===== src/hw/rtl/rrqs_pkg.sv =====
// shared constants, codes and types of the round-robin quantum scheduler
package rrqs_pkg;

    localparam int MAX_PROCS = 16;
    localparam int IDX_W     = (MAX_PROCS > 1) ? $clog2(MAX_PROCS) : 1;
    localparam int CNT_W     = $clog2(MAX_PROCS + 1);

    localparam int ID_W      = 8;
    localparam int TIME_W    = 16;
    localparam int STATUS_W  = 2;
    localparam int LIVE_W    = 5;

    localparam logic CMD_ADD = 1'b0;
    localparam logic CMD_RUN = 1'b1;

    localparam logic [STATUS_W-1:0] ST_OK    = 2'd0;
    localparam logic [STATUS_W-1:0] ST_FULL  = 2'd1;
    localparam logic [STATUS_W-1:0] ST_EMPTY = 2'd2;

    typedef enum logic [2:0] {
        S_IDLE = 3'b001,
        S_LINK = 3'b010,
        S_RUN  = 3'b100
    } t_state;

    typedef struct packed {
        logic [ID_W-1:0]   id;
        logic [TIME_W-1:0] tm;
    } t_payload;

    typedef struct packed {
        logic             set_en;
        logic [IDX_W-1:0] set_idx;
        logic             clr_en;
        logic [IDX_W-1:0] clr_idx;
    } t_slot_cmd;

endpackage


===== src/hw/rtl/rrqs_ram.sv =====
// generic single-port-write, registered-read memory
module rrqs_ram #(
    parameter int DEPTH = 16,
    parameter int WIDTH = 8
) (
    input  logic                             i_clk,
    input  logic                             i_we,
    input  logic [$clog2(DEPTH)-1:0]         i_waddr,
    input  logic [WIDTH-1:0]                 i_wdata,
    input  logic [$clog2(DEPTH)-1:0]         i_raddr,
    output logic [WIDTH-1:0]                 o_rdata
);

    logic [WIDTH-1:0] r_mem [DEPTH];
    logic [WIDTH-1:0] r_rdata;

    always_ff @(posedge i_clk) begin
        if (i_we) begin
            r_mem[i_waddr] <= i_wdata;
        end
        r_rdata <= r_mem[i_raddr];
    end

    assign o_rdata = r_rdata;

endmodule


===== src/hw/rtl/rrqs_slot_map.sv =====
// occupancy bits of the slots and lowest-free-slot encoder
module rrqs_slot_map (
    input  logic                      i_clk,
    input  logic                      i_rst_n,
    input  rrqs_pkg::t_slot_cmd       i_cmd,
    output logic [rrqs_pkg::IDX_W-1:0] o_free_idx
);

    logic [rrqs_pkg::MAX_PROCS-1:0] r_used;
    logic [rrqs_pkg::MAX_PROCS-1:0] n_used;
    logic [rrqs_pkg::IDX_W-1:0]     free_idx;

    always_comb begin
        n_used = r_used;
        if (i_cmd.clr_en) begin
            n_used[i_cmd.clr_idx] = 1'b0;
        end
        if (i_cmd.set_en) begin
            n_used[i_cmd.set_idx] = 1'b1;
        end
    end

    // scan downward so the lowest free slot wins
    always_comb begin
        free_idx = '0;
        for (int i = rrqs_pkg::MAX_PROCS - 1; i >= 0; i--) begin
            if (!r_used[i]) begin
                free_idx = rrqs_pkg::IDX_W'(i);
            end
        end
    end

    always_ff @(posedge i_clk) begin
        if (!i_rst_n) begin
            r_used <= '0;
        end else begin
            r_used <= n_used;
        end
    end

    assign o_free_idx = free_idx;

endmodule


===== src/hw/rtl/round_robin_quantum_scheduler.sv =====
// round-robin time-slice scheduler: control, pointers and the two list memories
//
// Keeps up to 16 processes in a circular run list held in two memories (id and
// remaining time per slot, and the successor link per slot); the head, tail,
// cursor and its predecessor live in registers. An item is taken when start is
// high and busy is low. A run item goes through S_RUN, as the memories have a
// registered read: the slot under the cursor is read, then the time is written
// back or the slot is unlinked. An add on an empty list is done from idle;
// otherwise it goes through S_LINK, which writes the old tail's link through
// the single write port of the link memory. A rejected add and a run on an
// empty list are answered from idle. The result shows on the o_ ports for
// exactly one cycle, marked by o_valid, in the cycle after the item's last
// cycle (accepting or last busy cycle); the receiver cannot stall, so a result
// must be captured then. The quantum register is written through i_cfg_we and
// i_cfg_wdata and resets to 1; write it only while no item is in flight.
module round_robin_quantum_scheduler (
    input  logic                              i_clk,
    input  logic                              i_rst_n,
    input  logic                              i_cfg_we,
    input  logic [rrqs_pkg::TIME_W-1:0]       i_cfg_wdata,
    input  logic                              start,
    output logic                              busy,
    input  logic                              i_command,
    input  logic [rrqs_pkg::ID_W-1:0]         i_proc_id,
    input  logic [rrqs_pkg::TIME_W-1:0]       i_exec_time,
    output logic                              o_valid,
    output logic [rrqs_pkg::STATUS_W-1:0]     o_status,
    output logic [rrqs_pkg::ID_W-1:0]         o_ran_id,
    output logic [rrqs_pkg::TIME_W-1:0]       o_time_before,
    output logic                              o_completed,
    output logic [rrqs_pkg::LIVE_W-1:0]       o_live_count
);

    rrqs_pkg::t_state r_state, n_state;

    logic [rrqs_pkg::IDX_W-1:0] r_head, n_head;
    logic [rrqs_pkg::IDX_W-1:0] r_tail, n_tail;
    logic [rrqs_pkg::IDX_W-1:0] r_cur,  n_cur;
    logic [rrqs_pkg::IDX_W-1:0] r_prev, n_prev;
    logic [rrqs_pkg::CNT_W-1:0] r_count, n_count;
    logic [rrqs_pkg::TIME_W-1:0] r_quantum;

    logic [rrqs_pkg::IDX_W-1:0] r_fix_addr, n_fix_addr;
    logic [rrqs_pkg::IDX_W-1:0] r_fix_data, n_fix_data;

    logic                          r_valid, n_valid;
    logic [rrqs_pkg::STATUS_W-1:0] r_status, n_status;
    logic [rrqs_pkg::ID_W-1:0]     r_ran_id, n_ran_id;
    logic [rrqs_pkg::TIME_W-1:0]   r_time_before, n_time_before;
    logic                          r_completed, n_completed;
    logic [rrqs_pkg::LIVE_W-1:0]   r_live_count, n_live_count;

    logic                       pay_we;
    logic [rrqs_pkg::IDX_W-1:0] pay_waddr;
    rrqs_pkg::t_payload         pay_wdata;
    rrqs_pkg::t_payload         pay_rdata;

    logic                       link_we;
    logic [rrqs_pkg::IDX_W-1:0] link_waddr;
    logic [rrqs_pkg::IDX_W-1:0] link_wdata;
    logic [rrqs_pkg::IDX_W-1:0] link_rdata;

    rrqs_pkg::t_slot_cmd        slot_cmd;
    logic [rrqs_pkg::IDX_W-1:0] free_idx;

    logic accept;
    logic run_done;

    assign accept   = start && !busy;
    assign busy     = (r_state != rrqs_pkg::S_IDLE);
    assign run_done = (pay_rdata.tm <= r_quantum);

    rrqs_ram #(
        .DEPTH (rrqs_pkg::MAX_PROCS),
        .WIDTH ($bits(rrqs_pkg::t_payload))
    ) u_pay_ram (
        .i_clk   (i_clk),
        .i_we    (pay_we),
        .i_waddr (pay_waddr),
        .i_wdata (pay_wdata),
        .i_raddr (r_cur),
        .o_rdata (pay_rdata)
    );

    rrqs_ram #(
        .DEPTH (rrqs_pkg::MAX_PROCS),
        .WIDTH (rrqs_pkg::IDX_W)
    ) u_link_ram (
        .i_clk   (i_clk),
        .i_we    (link_we),
        .i_waddr (link_waddr),
        .i_wdata (link_wdata),
        .i_raddr (r_cur),
        .o_rdata (link_rdata)
    );

    rrqs_slot_map u_slot_map (
        .i_clk      (i_clk),
        .i_rst_n    (i_rst_n),
        .i_cmd      (slot_cmd),
        .o_free_idx (free_idx)
    );

    always_comb begin
        n_state       = r_state;
        n_head        = r_head;
        n_tail        = r_tail;
        n_cur         = r_cur;
        n_prev        = r_prev;
        n_count       = r_count;
        n_fix_addr    = r_fix_addr;
        n_fix_data    = r_fix_data;
        n_valid       = 1'b0;
        n_status      = rrqs_pkg::ST_OK;
        n_ran_id      = '0;
        n_time_before = '0;
        n_completed   = 1'b0;
        n_live_count  = rrqs_pkg::LIVE_W'(r_count);
        pay_we        = 1'b0;
        pay_waddr     = free_idx;
        pay_wdata     = '{id: i_proc_id, tm: i_exec_time};
        link_we       = 1'b0;
        link_waddr    = free_idx;
        link_wdata    = r_head;
        slot_cmd      = '0;

        unique case (r_state)
            rrqs_pkg::S_IDLE: begin
                if (accept) begin
                    if (i_command == rrqs_pkg::CMD_ADD) begin
                        if (r_count == rrqs_pkg::CNT_W'(rrqs_pkg::MAX_PROCS)) begin
                            n_valid  = 1'b1;
                            n_status = rrqs_pkg::ST_FULL;
                        end else begin
                            pay_we           = 1'b1;
                            link_we          = 1'b1;
                            slot_cmd.set_en  = 1'b1;
                            slot_cmd.set_idx = free_idx;
                            n_count          = r_count + rrqs_pkg::CNT_W'(1);
                            if (r_count == '0) begin
                                // first process links to itself
                                link_wdata   = free_idx;
                                n_head       = free_idx;
                                n_tail       = free_idx;
                                n_cur        = free_idx;
                                n_prev       = free_idx;
                                n_valid      = 1'b1;
                                n_live_count = rrqs_pkg::LIVE_W'(n_count);
                            end else begin
                                if (r_cur == r_head) begin
                                    n_prev = free_idx;
                                end
                                n_tail     = free_idx;
                                n_fix_addr = r_tail;
                                n_fix_data = free_idx;
                                n_state    = rrqs_pkg::S_LINK;
                            end
                        end
                    end else begin
                        if (r_count == '0) begin
                            n_valid  = 1'b1;
                            n_status = rrqs_pkg::ST_EMPTY;
                        end else begin
                            n_state = rrqs_pkg::S_RUN;
                        end
                    end
                end
            end
            rrqs_pkg::S_LINK: begin
                // old tail now points at the new slot
                link_we    = 1'b1;
                link_waddr = r_fix_addr;
                link_wdata = r_fix_data;
                n_valid    = 1'b1;
                n_state    = rrqs_pkg::S_IDLE;
            end
            rrqs_pkg::S_RUN: begin
                n_valid       = 1'b1;
                n_ran_id      = pay_rdata.id;
                n_time_before = pay_rdata.tm;
                n_completed   = run_done;
                if (run_done) begin
                    slot_cmd.clr_en  = 1'b1;
                    slot_cmd.clr_idx = r_cur;
                    n_count          = r_count - rrqs_pkg::CNT_W'(1);
                    if (r_count == rrqs_pkg::CNT_W'(1)) begin
                        n_head = '0;
                        n_tail = '0;
                        n_cur  = '0;
                        n_prev = '0;
                    end else begin
                        // unlink the served slot
                        link_we    = 1'b1;
                        link_waddr = r_prev;
                        link_wdata = link_rdata;
                        if (r_cur == r_head) begin
                            n_head = link_rdata;
                        end
                        if (r_cur == r_tail) begin
                            n_tail = r_prev;
                        end
                        n_cur = link_rdata;
                    end
                end else begin
                    pay_we    = 1'b1;
                    pay_waddr = r_cur;
                    pay_wdata = '{id: pay_rdata.id, tm: pay_rdata.tm - r_quantum};
                    n_prev    = r_cur;
                    n_cur     = link_rdata;
                end
                n_live_count = rrqs_pkg::LIVE_W'(n_count);
                n_state      = rrqs_pkg::S_IDLE;
            end
            default: begin
                n_state = rrqs_pkg::S_IDLE;
            end
        endcase
    end

    always_ff @(posedge i_clk) begin
        if (!i_rst_n) begin
            r_state   <= rrqs_pkg::S_IDLE;
            r_head    <= '0;
            r_tail    <= '0;
            r_cur     <= '0;
            r_prev    <= '0;
            r_count   <= '0;
            r_quantum <= rrqs_pkg::TIME_W'(1);
            r_valid   <= 1'b0;
        end else begin
            r_state <= n_state;
            r_head  <= n_head;
            r_tail  <= n_tail;
            r_cur   <= n_cur;
            r_prev  <= n_prev;
            r_count <= n_count;
            r_valid <= n_valid;
            if (i_cfg_we) begin
                r_quantum <= i_cfg_wdata;
            end
        end
    end

    always_ff @(posedge i_clk) begin
        r_fix_addr    <= n_fix_addr;
        r_fix_data    <= n_fix_data;
        r_status      <= n_status;
        r_ran_id      <= n_ran_id;
        r_time_before <= n_time_before;
        r_completed   <= n_completed;
        r_live_count  <= n_live_count;
    end

    assign o_valid       = r_valid;
    assign o_status      = r_status;
    assign o_ran_id      = r_ran_id;
    assign o_time_before = r_time_before;
    assign o_completed   = r_completed;
    assign o_live_count  = r_live_count;

endmodule


===== config.mk =====
export PLATFORM = sky130hd
export DESIGN_NAME = round_robin_quantum_scheduler
export DESIGN_NICKNAME = d
export VERILOG_FILES = /design/src/hw/rtl/rrqs_pkg.sv /design/src/hw/rtl/rrqs_ram.sv /design/src/hw/rtl/rrqs_slot_map.sv /design/src/hw/rtl/round_robin_quantum_scheduler.sv
export SDC_FILE = /design/constraint.sdc
export NUM_CORES = 1
export LEC_CHECK = 0
export BUFFER_PORTS_ARGS = -buffer_cell sky130_fd_sc_hd__buf_2
export CORE_ASPECT_RATIO = 1.5
export CORE_MARGIN = 2
export CORE_UTILIZATION = 40
export DETAILED_ROUTE_END_ITERATION = 10
export PLACE_DENSITY = 0.6
export SLEW_MARGIN = 20
export SYNTH_ARGS = -nofsm -noshare
export SYNTH_HDL_FRONTEND = slang
export SYNTH_HIERARCHICAL = 1
export SYNTH_SLANG_ARGS = --single-unit

===== constraint.sdc =====
create_clock -name i_clk -period 6 [get_ports i_clk]
set_input_delay 0.6 -clock i_clk [delete_from_list [all_inputs] [get_ports i_clk]]
set_output_delay 0.6 -clock i_clk [all_outputs]
set_load 0.005 [all_outputs]

==> Word level (Yosys, flattened, before mapping) <==
Memory sizes are Yosys's and may differ from the RTL's. A register that Yosys moved wholly into a read port is not among the register bits.
Cells that the tools add are included.
{ "classes": {"addsub": 3, "magnitude_cmp": 5, "n_eq_ne": 18, "muxes": 102, "bitwise_logic": 6, "n_reduce_logical": 16} }
{ "ops": {"columns": ["operator", "count"], "rows": [
  ["4-bit 2-to-1 mux", 48],
  ["5-bit 2-to-1 mux", 14],
  ["24-bit 2-to-1 mux", 2],
  ["4-bit case mux with 2 select lines", 5],
  ["16-bit 2-to-1 mux", 2],
  ["5-bit case mux with 2 select lines", 2],
  ["1-bit 2-to-1 mux", 17],
  ["16-bit bitwise AND", 1],
  ["16-bit <= comparator", 1],
  ["16-bit NOT", 1],
  ["16-bit OR", 1],
  ["16-bit subtractor", 1],
  ["3-bit 2-to-1 mux", 4],
  ["2-bit != test (second input constant)", 6],
  ["3-bit != test (second input constant)", 4],
  ["4-bit case mux with 3 select lines", 1],
  ["6-bit AND reduction", 2],
  ["4-bit by 5-bit less-than comparator with 1-bit output (second input constant)", 2],
  ["5-bit AND reduction", 2],
  ["1-bit demux with 4-bit select", 2],
  ["4-bit == test", 2],
  ["4-bit by 1-bit >= comparator with 1-bit output (second input constant)", 2],
  ["3-bit AND reduction", 2],
  ["5-bit by 1-bit adder with 5-bit output (second input constant)", 1],
  ["other kinds (18)", 25]
]} }
{ "totals": {"reg_bits": 97, "mem_bits_rw": 448, "in_bits": 45, "output_inout_bits": 34, "wordCells": 168, "mem_count": 2} }
{ "mem_list": {"columns": ["name", "words", "word_bits", "rd", "rd_ports_with_merged_regs", "wr", "line_no", "rtl"], "rows": [
  ["u_pay_ram.r_mem", 16, 24, 1, 1, 1, "rrqs_ram.sv:14", "logic [WIDTH-1:0] r_mem [DEPTH];"],
  ["u_link_ram.r_mem", 16, 4, 1, 1, 1, "rrqs_ram.sv:14", null]
]} }

==> Depth between registers and ports, before layout <==
Gate-level depths: netlist (run 1).
{ "logic_depth": {"ltp_word": 26, "ltp_mapped": 13, "mapped_depth_nobuf": 12} }

==> Cells and area by module <==
Netlist (run 1), hierarchy kept.
{ "modules_own_cells": {"columns": ["module", "n_inst", "cells_per_inst", "area_per_inst_um2", "seq_area_each_um2"], "rows": [
  ["rrqs_ram at u_pay_ram", 1, 636, 14930.6, 12011.5],
  ["round_robin_quantum_scheduler", 1, 605, 4931.0, 1701.6],
  ["rrqs_ram at u_link_ram", 1, 130, 2666.3, 2001.9],
  ["rrqs_slot_map", 1, 112, 868.3, 320.3]
]} }

==> Worst setup path before layout (run 1) <==
No wires, ideal clock.
{ "synth_path": {"kind": "reg-to-reg", "start": "reg r_quantum[11] (netlist name)", "end": "mem u_pay_ram/r_mem[0][0] (netlist name) (enable)", "setup_ns": 0.435, "arrival_ns": 4.324, "required_time_ns": 5.565, "path_slack_ns": 1.241, "stages_incl_launch_ff": 14, "path_buffers": 3, "period_less_slack_ns": 4.759, "path_cell_list": "dfxtp_1 > inv_1 > ha_1 > buf_2 > nand4_2 > nor4_4 > nor2_1 > a21boi_1 > buf_2 > buf_2 > nand2_1 > nand2_1 > or3b_2 > nor3_1"} }
{ "synth_via": {"word_cells_on_any_way": 7, "cone_classes": "1 x order compare; 6 x mux"} }
{ "synth_lines": {"columns": ["element", "line_no", "rtl"], "rows": [
  ["from (decl)", "round_robin_quantum_scheduler.sv:41", "logic [rrqs_pkg::TIME_W-1:0] r_quantum;"],
  ["from (signal assigned)", "round_robin_quantum_scheduler.sv:228", "r_quantum <= rrqs_pkg::TIME_W'(1);"],
  ["from (signal assigned)", "round_robin_quantum_scheduler.sv:239", "r_quantum <= i_cfg_wdata;"],
  ["16-bit <= comparator", "round_robin_quantum_scheduler.sv:71", "assign run_done = (pay_rdata.tm <= r_quantum);"],
  ["4-bit 2-to-1 mux", "round_robin_quantum_scheduler.sv:182", "if (run_done) begin"],
  ["4-bit 2-to-1 mux", "round_robin_quantum_scheduler.sv:127", "unique case (r_state)"],
  ["net pay_waddr, one bit", "round_robin_quantum_scheduler.sv:54", "logic [rrqs_pkg::IDX_W-1:0] pay_waddr;"],
  ["to (decl)", "rrqs_ram.sv:14", null]
]} }
The timed path passes the listed nets, and every way through them passes these cells.

==> Worst setup path in the final report (run 1) <==
{ "layout_path": {"start": "reg r_state[2]", "end": "mem u_pay_ram/r_mem[14][11] (netlist name) (enable)"} }
{ "layout_via": {"word_cells_on_any_way": 10, "cone_classes": "3 x eq/ne; 5 x mux; 2 x reduce/logical"} }
{ "layout_lines": {"columns": ["element", "line_no", "rtl"], "rows": [
  ["from (decl)", "round_robin_quantum_scheduler.sv:34", "rrqs_pkg::t_state r_state, n_state;"],
  ["from (signal assigned)", "round_robin_quantum_scheduler.sv:222", "r_state <= rrqs_pkg::S_IDLE;"],
  ["from (signal assigned)", "round_robin_quantum_scheduler.sv:231", "r_state <= n_state;"],
  ["3-bit == test", "round_robin_quantum_scheduler.sv:127", null],
  ["4-bit 2-to-1 mux", "round_robin_quantum_scheduler.sv:127", null],
  ["net pay_waddr, one bit", "round_robin_quantum_scheduler.sv:54", null]
]} }
The timed path passes the listed nets, and every way through them passes these cells.

==> results of run 1 <==
==> kinds of logic after synthesis <==
| family | after synthesis | share of synthesized area (%) |
|---|---|---|
| buffers and inverters | 106 | 2.13 |
| XOR/XNOR | 21 | 0.786 |
| flip-flops | 573 | 68.5 |
| adder cells (fa/ha/maj) | 21 | 1.16 |
| multiplexers | 136 | 12.1 |
| AND/OR/NAND/NOR | 368 | 7.85 |
| AO/OA/AOI/OAI | 258 | 7.48 |
==> flip-flops by register name, summed over array words and instances (netlist names), 5 cells and up <==
register and cells:
o_live_count 5, u_link_ram/r_mem 64, r_count 5, o_ran_id 8, u_slot_map/r_used 16, u_pay_ram/o_rdata 24
o_time_before 16, u_pay_ram/r_mem 384, r_quantum 16
==> synthesized netlist by cell type (4+ instances only) <==
| master | count | area, um^2 |
|---|---|---|
| a211oi_1 | 5 | 37.5 |
| a21boi_1 | 15 | 113 |
| a21oi_1 | 39 | 195 |
| a221o_1 | 8 | 80.1 |
| a22oi_1 | 64 | 480 |
| a31oi_1 | 11 | 68.8 |
| and2_1 | 30 | 188 |
| and3_1 | 8 | 50.1 |
| buf_2 | 18 | 90.1 |
| buf_6 | 7 | 78.8 |
| clkbuf_1 | 42 | 158 |
| dfxtp_1 | 117 | 2340 |
| edfxtp_1 | 456 | 13700 |
| ha_1 | 20 | 250 |
| inv_1 | 31 | 116 |
| mux2_2 | 4 | 45.0 |
| mux2i_1 | 19 | 190 |
| mux4_1 | 14 | 368 |
| mux4_2 | 98 | 2210 |
| nand2_1 | 128 | 480 |
| nand2b_1 | 11 | 68.8 |
| nand3_1 | 20 | 100 |
| nand3b_1 | 7 | 52.6 |
| nand4_1 | 7 | 43.8 |
| nor2_1 | 93 | 349 |
| nor2b_1 | 8 | 50.1 |
| nor3_1 | 14 | 70.1 |
| nor4_1 | 4 | 25.0 |
| o21a_1 | 7 | 52.6 |
| o21ai_0 | 59 | 295 |
| o21ai_1 | 5 | 25.0 |
| o221ai_1 | 5 | 43.8 |
| o22ai_1 | 4 | 25.0 |
| o31ai_1 | 5 | 37.5 |
| or3_1 | 13 | 81.3 |
| xnor2_1 | 7 | 61.3 |
| xor2_1 | 14 | 123 |
==> power groups by stage <==
stage | clock network, mW | registers, mW | logic [mW]
3_5_place_dp | 0 | 4.83 | 2.20
4_1_cts | 3.37 | 4.74 | 2.21
3_3_place_gp | 0 | 4.82 | 2.18
2_1_floorplan | 0 | 4.67 | 1.65
5_1_grt | 3.50 | 4.76 | 2.39
6_report | 3.29 | 4.74 | 2.20
==> layout make-up <==
type | count | area share, %
sequential | 573 | 60.5
clock buffer | 72 | 5.42
inverter | 33 | 0.467
tap | 770 | 3.63
clock inverter | 26 | 1.01
timing repair buffer | 117 | 2.62
multi-input combinational | 804 | 26.3
antenna | 1 | 0.00944
==> through the flow <==
step                utilization, %  std cells  cell area [um^2]  worst slack (ns)  hold WS, ns
floorplan                        -       1483             23400              1.24        0.420
global placement              42.9       2297             24800              2.04        0.451
detailed placement            42.9       2297             24800              1.88        0.437
CTS                           45.8       2395             26500              1.86        0.234
global route                  45.8       2395             26500              1.59        0.256
finish                        45.8       2396             26500              1.88        0.256
==> worst register-to-register path: stages, from the launching register on <==
cell      delay (ns)
dfxtp_1         0.63
nand2_1         0.63
nor2_1          0.43
a21boi_2        0.82
nand2_1         0.13
nand2_1         0.26
nand2b_1        0.21
nor2_2          0.30
buf_4           0.37
==> worst min path at each step <==
stage	cells past startpoint	to	startpoint	slack, ns
global placement	1	o_time_before[2]	u_pay_ram/o_rdata[2]	0.45
CTS	3	r_quantum[15]	i_cfg_wdata[15]	0.23
detailed placement	2	o_time_before[0]	u_pay_ram/o_rdata[0]	0.44
floorplan	2	o_time_before[0]	u_pay_ram/o_rdata[0]	0.42
global route	3	r_quantum[7]	i_cfg_wdata[7]	0.26
finish	3	r_quantum[7]	i_cfg_wdata[7]	0.26
==> metal layers <==
layer  wire (um)  vias to the layer above
met1       21800                     6775
li1            -                     6010
met3        2550                      115
met2       28300                      368
met4        1630                        2
met5           9                        -
==> metrics.cfg, run 1 <==
[global_routing]
use_met3_pct = 2.38
grtUsageMet2_pct = 32.1
grt_overflow_total = 0
grt_util_met1_pct = 22.5
grt_pass1_wl_um = 83100
antenna_found_initial = 2
grt.busiest_layer = met2
grt_use_total_pct = 18.0
grt_max_degree = 63
grt_pass1_vias = 13700

[synth]
ys.flop_type = edfxtp_1
yosysSeqAreaShare_pct = 68.5
yosys_register_bits = 573
syn-cell-area_um2 = 23400
async_flop_share_pct = 0
avgSynthCellArea_um2 = 15.8
synth-edff-count = 456
netlist_instances = 1483
syn_nets = 1549
ys_types = 82
yosysWarningCount = 6

[power]
pwr-share-seq_pct = 46.3
total_power_mw = 10.2
clkPwrFrac_pct = 32.2
internal-power_mw = 7.26
p_per_area_nw_per_um2 = 386
combPwrFrac_pct = 21.5
vdd_drop_max_uv = 209
p_leak_nw = 8.89
switching_share_pct = 29.0
p_sw_mw = 2.97

[route]
wl_per_cell_um = 22.7
drc = 0
num_vias = 13300
finalWirelength_um = 54300
viasPerCell = 5.54
detail-route-antenna-nets = 0
dr.pass1.iters = 5
drt_iter0_markers = 897

[die]
io_pins = 79
coreArea_um2 = 57800
rows = 108
fp.dieH_um = 300
dieArea_um2 = 60500
floorplan.initialDensity_pct = 40.5
die_w_um = 201

[cells_and_area]
final_cell_mix = edfxtp_1 (456), nand2_1 (128), dfxtp_1 (115), mux4_2 (98), nor2_1 (80)
fillCellCount = 5085
layout-drive-gt1-share_pct = 21.5
regArea_um2 = 16000
multi_input_area_um2 = 6980
final_common_cell = edfxtp_1
layout.nets = 1647
areaGrowthSynthToFinish_pct = 13.3

[setup_path]
cpMostUsedCell = nand2_1
r2r_slack_ns = 1.88
path_delay_family = simple AND/OR/NAND/NOR gates
path_cells = nand2_1 > nor2_1 > a21boi_2 > nand2_1 > nand2_1 > nand2b_1 > nor2_2 > buf_4
crit_start = r_state[2]
regToRegEndpoint = u_pay_ram/r_mem[14][11]
critPathSlowestCell = a21boi_2
rr_startpoint = r_state[2]
cp.required_ns = 6.26
critPathMaxFanout = 22
crit_type = register to register
startpoint_type = register
crit_buf_inv = 1
reg2regPathDepth = 8
cp.depth = 8
crit_end = u_pay_ram/r_mem[14][11]
cp-end-kind = register
crit_arrival_ns = 4.38
worst_path_largest_cell_delay_ns = 0.82

[cts]
clkTransAtPathRegs_ns = 0.06
numCtsBuffers = 52
cts_tree = done
max-clock-path-buffers = 3
insertion_delay_ns = 0.59
htree_levels = 2
cts_resized = 0
hold_buffers = 0
post-cts-setup-buffers = 0
cts_root_buf = clkbuf_16
cts.sinks = 573

[timing]
finalCritPeriodShare_pct = 68.6
max_freq_mhz = 243
slew_headroom_pct = 28.7
worstMarginPinSlew_ns = 1.07
skew_ns = 0.0122
setup_viol = 0
finalMaxSlewViolations = 0
fin_setup_tns_ns = 0
hold_viol = 0
rsz0062_at_grt = false
fin_crit_ns = 4.12

[hold_path]
hp-class = input pin to register

[flow_run]
max-cap-violations = 0

[status]
outcome = finished clean

[placed_design]
gp_congestion = 0.846
hpwl_um = 35900
port_buffers = 78

Power figures use the tool's default switching activity.
==> run 2: changes to the inputs <==
==> constraint.sdc (replaced) <==
create_clock -name i_clk -period 3.9 [get_ports i_clk]
set_input_delay 0.39 -clock i_clk [delete_from_list [all_inputs] [get_ports i_clk]]
set_output_delay 0.39 -clock i_clk [all_outputs]
set_load 0.005 [all_outputs]
==> run 2 against run 1 <==
Effect of this change: fmax grew 11%; largest power group unchanged; clock skew grew 0.0019 ns; power increased by 52%; non-clock buffer count is 40 higher; highest routed layer is now met4; wire length grew 3.5%; worst setup slack got worse by 1.7 ns; utilization up 0.58 points.
==> metrics.cfg, run 2 (synthesis results as in run 1) <==
[setup_path]
crit_buf_inv = 1  ; unchanged
cp-end-kind = register
cp.required_ns = 4.14  ; -2.12 ns
crit_start = u_pay_ram/o_rdata[0]
crit_end = u_link_ram/r_mem[2][0]
reg2regPathDepth = 11  ; +3
r2r_slack_ns = 0.19  ; -1.70 ns
rr_startpoint = u_pay_ram/o_rdata[0]
critPathMaxFanout = 8  ; -64%
critPathSlowestCell = or3b_2
crit_arrival_ns = 3.95  ; -0.43 ns
cp.depth = 11  ; +3
path_delay_family = simple AND/OR/NAND/NOR gates
path_cells = inv_1 > ha_1 > fa_1 > nand2b_1 > a211oi_2 > o21ai_2 > a21oi_4 > nor2_2 > a221o_1 > or3b_2 > nor2_1
crit_type = register to register
regToRegEndpoint = u_link_ram/r_mem[2][0]
worst_path_largest_cell_delay_ns = 0.54  ; -0.28 ns
startpoint_type = register

[hold_path]
hp-class = input pin to register

[placed_design]
hpwl_um = 38700  ; +7.9%
gp_congestion = 0.888  ; +5.0%
port_buffers = 78  ; unchanged
place_ws_ns = 0.134  ; -1.75 ns

[timing]
skew_ns = 0.0141  ; +0.00191 ns
slew_headroom_pct = 33.7  ; +5.0 points
setup_slack_ns = 0.187  ; -1.70 ns
finalCritPeriodShare_pct = 95.2  ; +27 points
max_freq_mhz = 269  ; +11%
finalMaxSlewViolations = 0  ; unchanged
rsz0062_at_grt = false
hold_slack_ns = 0.0398  ; -0.216 ns
worstMarginPinSlew_ns = 0.988  ; -0.0817 ns
setup_viol = 0  ; unchanged
hold_viol = 0  ; unchanged
fin_crit_ns = 3.71  ; -0.404 ns
fin_setup_tns_ns = 0  ; unchanged

[global_routing]
grt_pass1_vias = 13900  ; +1.4%
antenna_found_initial = 0  ; -2
grt_overflow_total = 0  ; unchanged
grt_max_degree = 45  ; -29%
grt_use_total_pct = 18.6  ; +0.65 points
grt_pass1_wl_um = 85200  ; +2.5%

[cells_and_area]
final_common_cell = edfxtp_1
layout-drive-gt1-share_pct = 23.1  ; +1.5 points
final_cell_mix = edfxtp_1 (456), nand2_1 (128), dfxtp_1 (115), mux4_2 (98), nor2_1 (80)
layout.nets = 1685  ; +2.3%
num_antenna_cells = 0  ; -1
largest_reg_flops = 384  ; unchanged
fin_util_pct = 46.4  ; +0.58 points
areaGrowthSynthToFinish_pct = 14.8
regMostFlops = u_pay_ram/r_mem

[route]
drc = 0  ; unchanged
finalWirelength_um = 56200  ; +3.5%
detail-route-antenna-nets = 0  ; unchanged
drt_iter0_markers = 917  ; +2.2%
dr.pass1.iters = 5  ; unchanged
wl_per_cell_um = 23.1  ; +2.1%
viasPerCell = 5.48  ; -1.1%
num_vias = 13300  ; +0.31%

[power]
p_per_area_nw_per_um2 = 579  ; +50%
vdd_drop_max_uv = 326  ; +56%
p_leak_nw = 9.04  ; +1.7%
total_power_mw = 15.6  ; +52%

[cts]
cts_tree = done
cts_root_buf = clkbuf_16
htree_levels = 2  ; unchanged
cts.sinks = 573  ; unchanged
clkTransAtPathRegs_ns = 0.07  ; about the same
numCtsBuffers = 50  ; -3.8%
insertion_delay_ns = 0.59  ; about the same
max-clock-path-buffers = 3  ; unchanged
hold_buffers = 0  ; unchanged

[die]
floorplan.initialDensity_pct = 40.5  ; unchanged
rows = 108  ; unchanged
io_pins = 79  ; unchanged
coreArea_um2 = 57800  ; unchanged
die_w_um = 201  ; unchanged
fp.dieH_um = 300  ; unchanged
dieArea_um2 = 60500  ; unchanged

[flow_run]
max-cap-violations = 0  ; unchanged

[status]
outcome = finished clean

run 2: cell type report:
class / instances / area, um^2
clock buffer: 64 / 1310
clock inverter: 29 / 265
fill: 5059 / 31000
timing repair buffer: 157 / 1120
tap: 770 / 963
inverter: 33 / 124
multi-input combinational: 804 / 7020
sequential: 573 / 16000
run 2: repair_timing:
action | 4_1_cts | 5_1_grt
setup endpoints to repair | 0 | 132
buffers inserted | 0 | 0
gates resized for setup | 0 | 4
run 2: how the worst min path moves through the flow:
stage                          startpoint  cells past startpoint          endpoint  slack, ns
floorplan            u_pay_ram/o_rdata[0]                      2  o_time_before[0]       0.42
global placement    u_pay_ram/o_rdata[22]                      1       o_ran_id[6]       0.44
detailed placement  u_pay_ram/o_rdata[23]                      1       o_ran_id[7]       0.45
CTS                        i_cfg_wdata[0]                      3      r_quantum[0]       0.01
global route               i_cfg_wdata[1]                      3      r_quantum[1]       0.04
finish                     i_cfg_wdata[8]                      3      r_quantum[8]       0.04
run 2: stage by stage:
step | instances | instance area (um^2)
3_5_place_dp | 2337 | 25300
4_1_cts | 2430 | 26800
5_1_grt | 2430 | 26900
2_1_floorplan | 1483 | 23400
3_3_place_gp | 2337 | 25300
6_report | 2430 | 26900
run 2: where the power goes:
group	switching, mW	total [mW]	internal (mW)
Combinational	2.09	3.53	1.45
Sequential	0.311	7.24	6.93
Clock	2.18	4.79	2.60
run 2: tightest hold or removal path, cell delays in order:
cell     delay [ns]
buf_2          0.07
mux2i_1        0.05
nor2_1         0.07
run 2: routing by layer:
layer  vias to the layer above  part of all wire (%)  GRT usage [%]
met5                         -                     0              0
met1                      6752                    39           22.1
met2                       382                    54           35.0
li1                       6068                     -              -
met3                       109                   4.1           1.88
met4                         0                   3.3           6.43
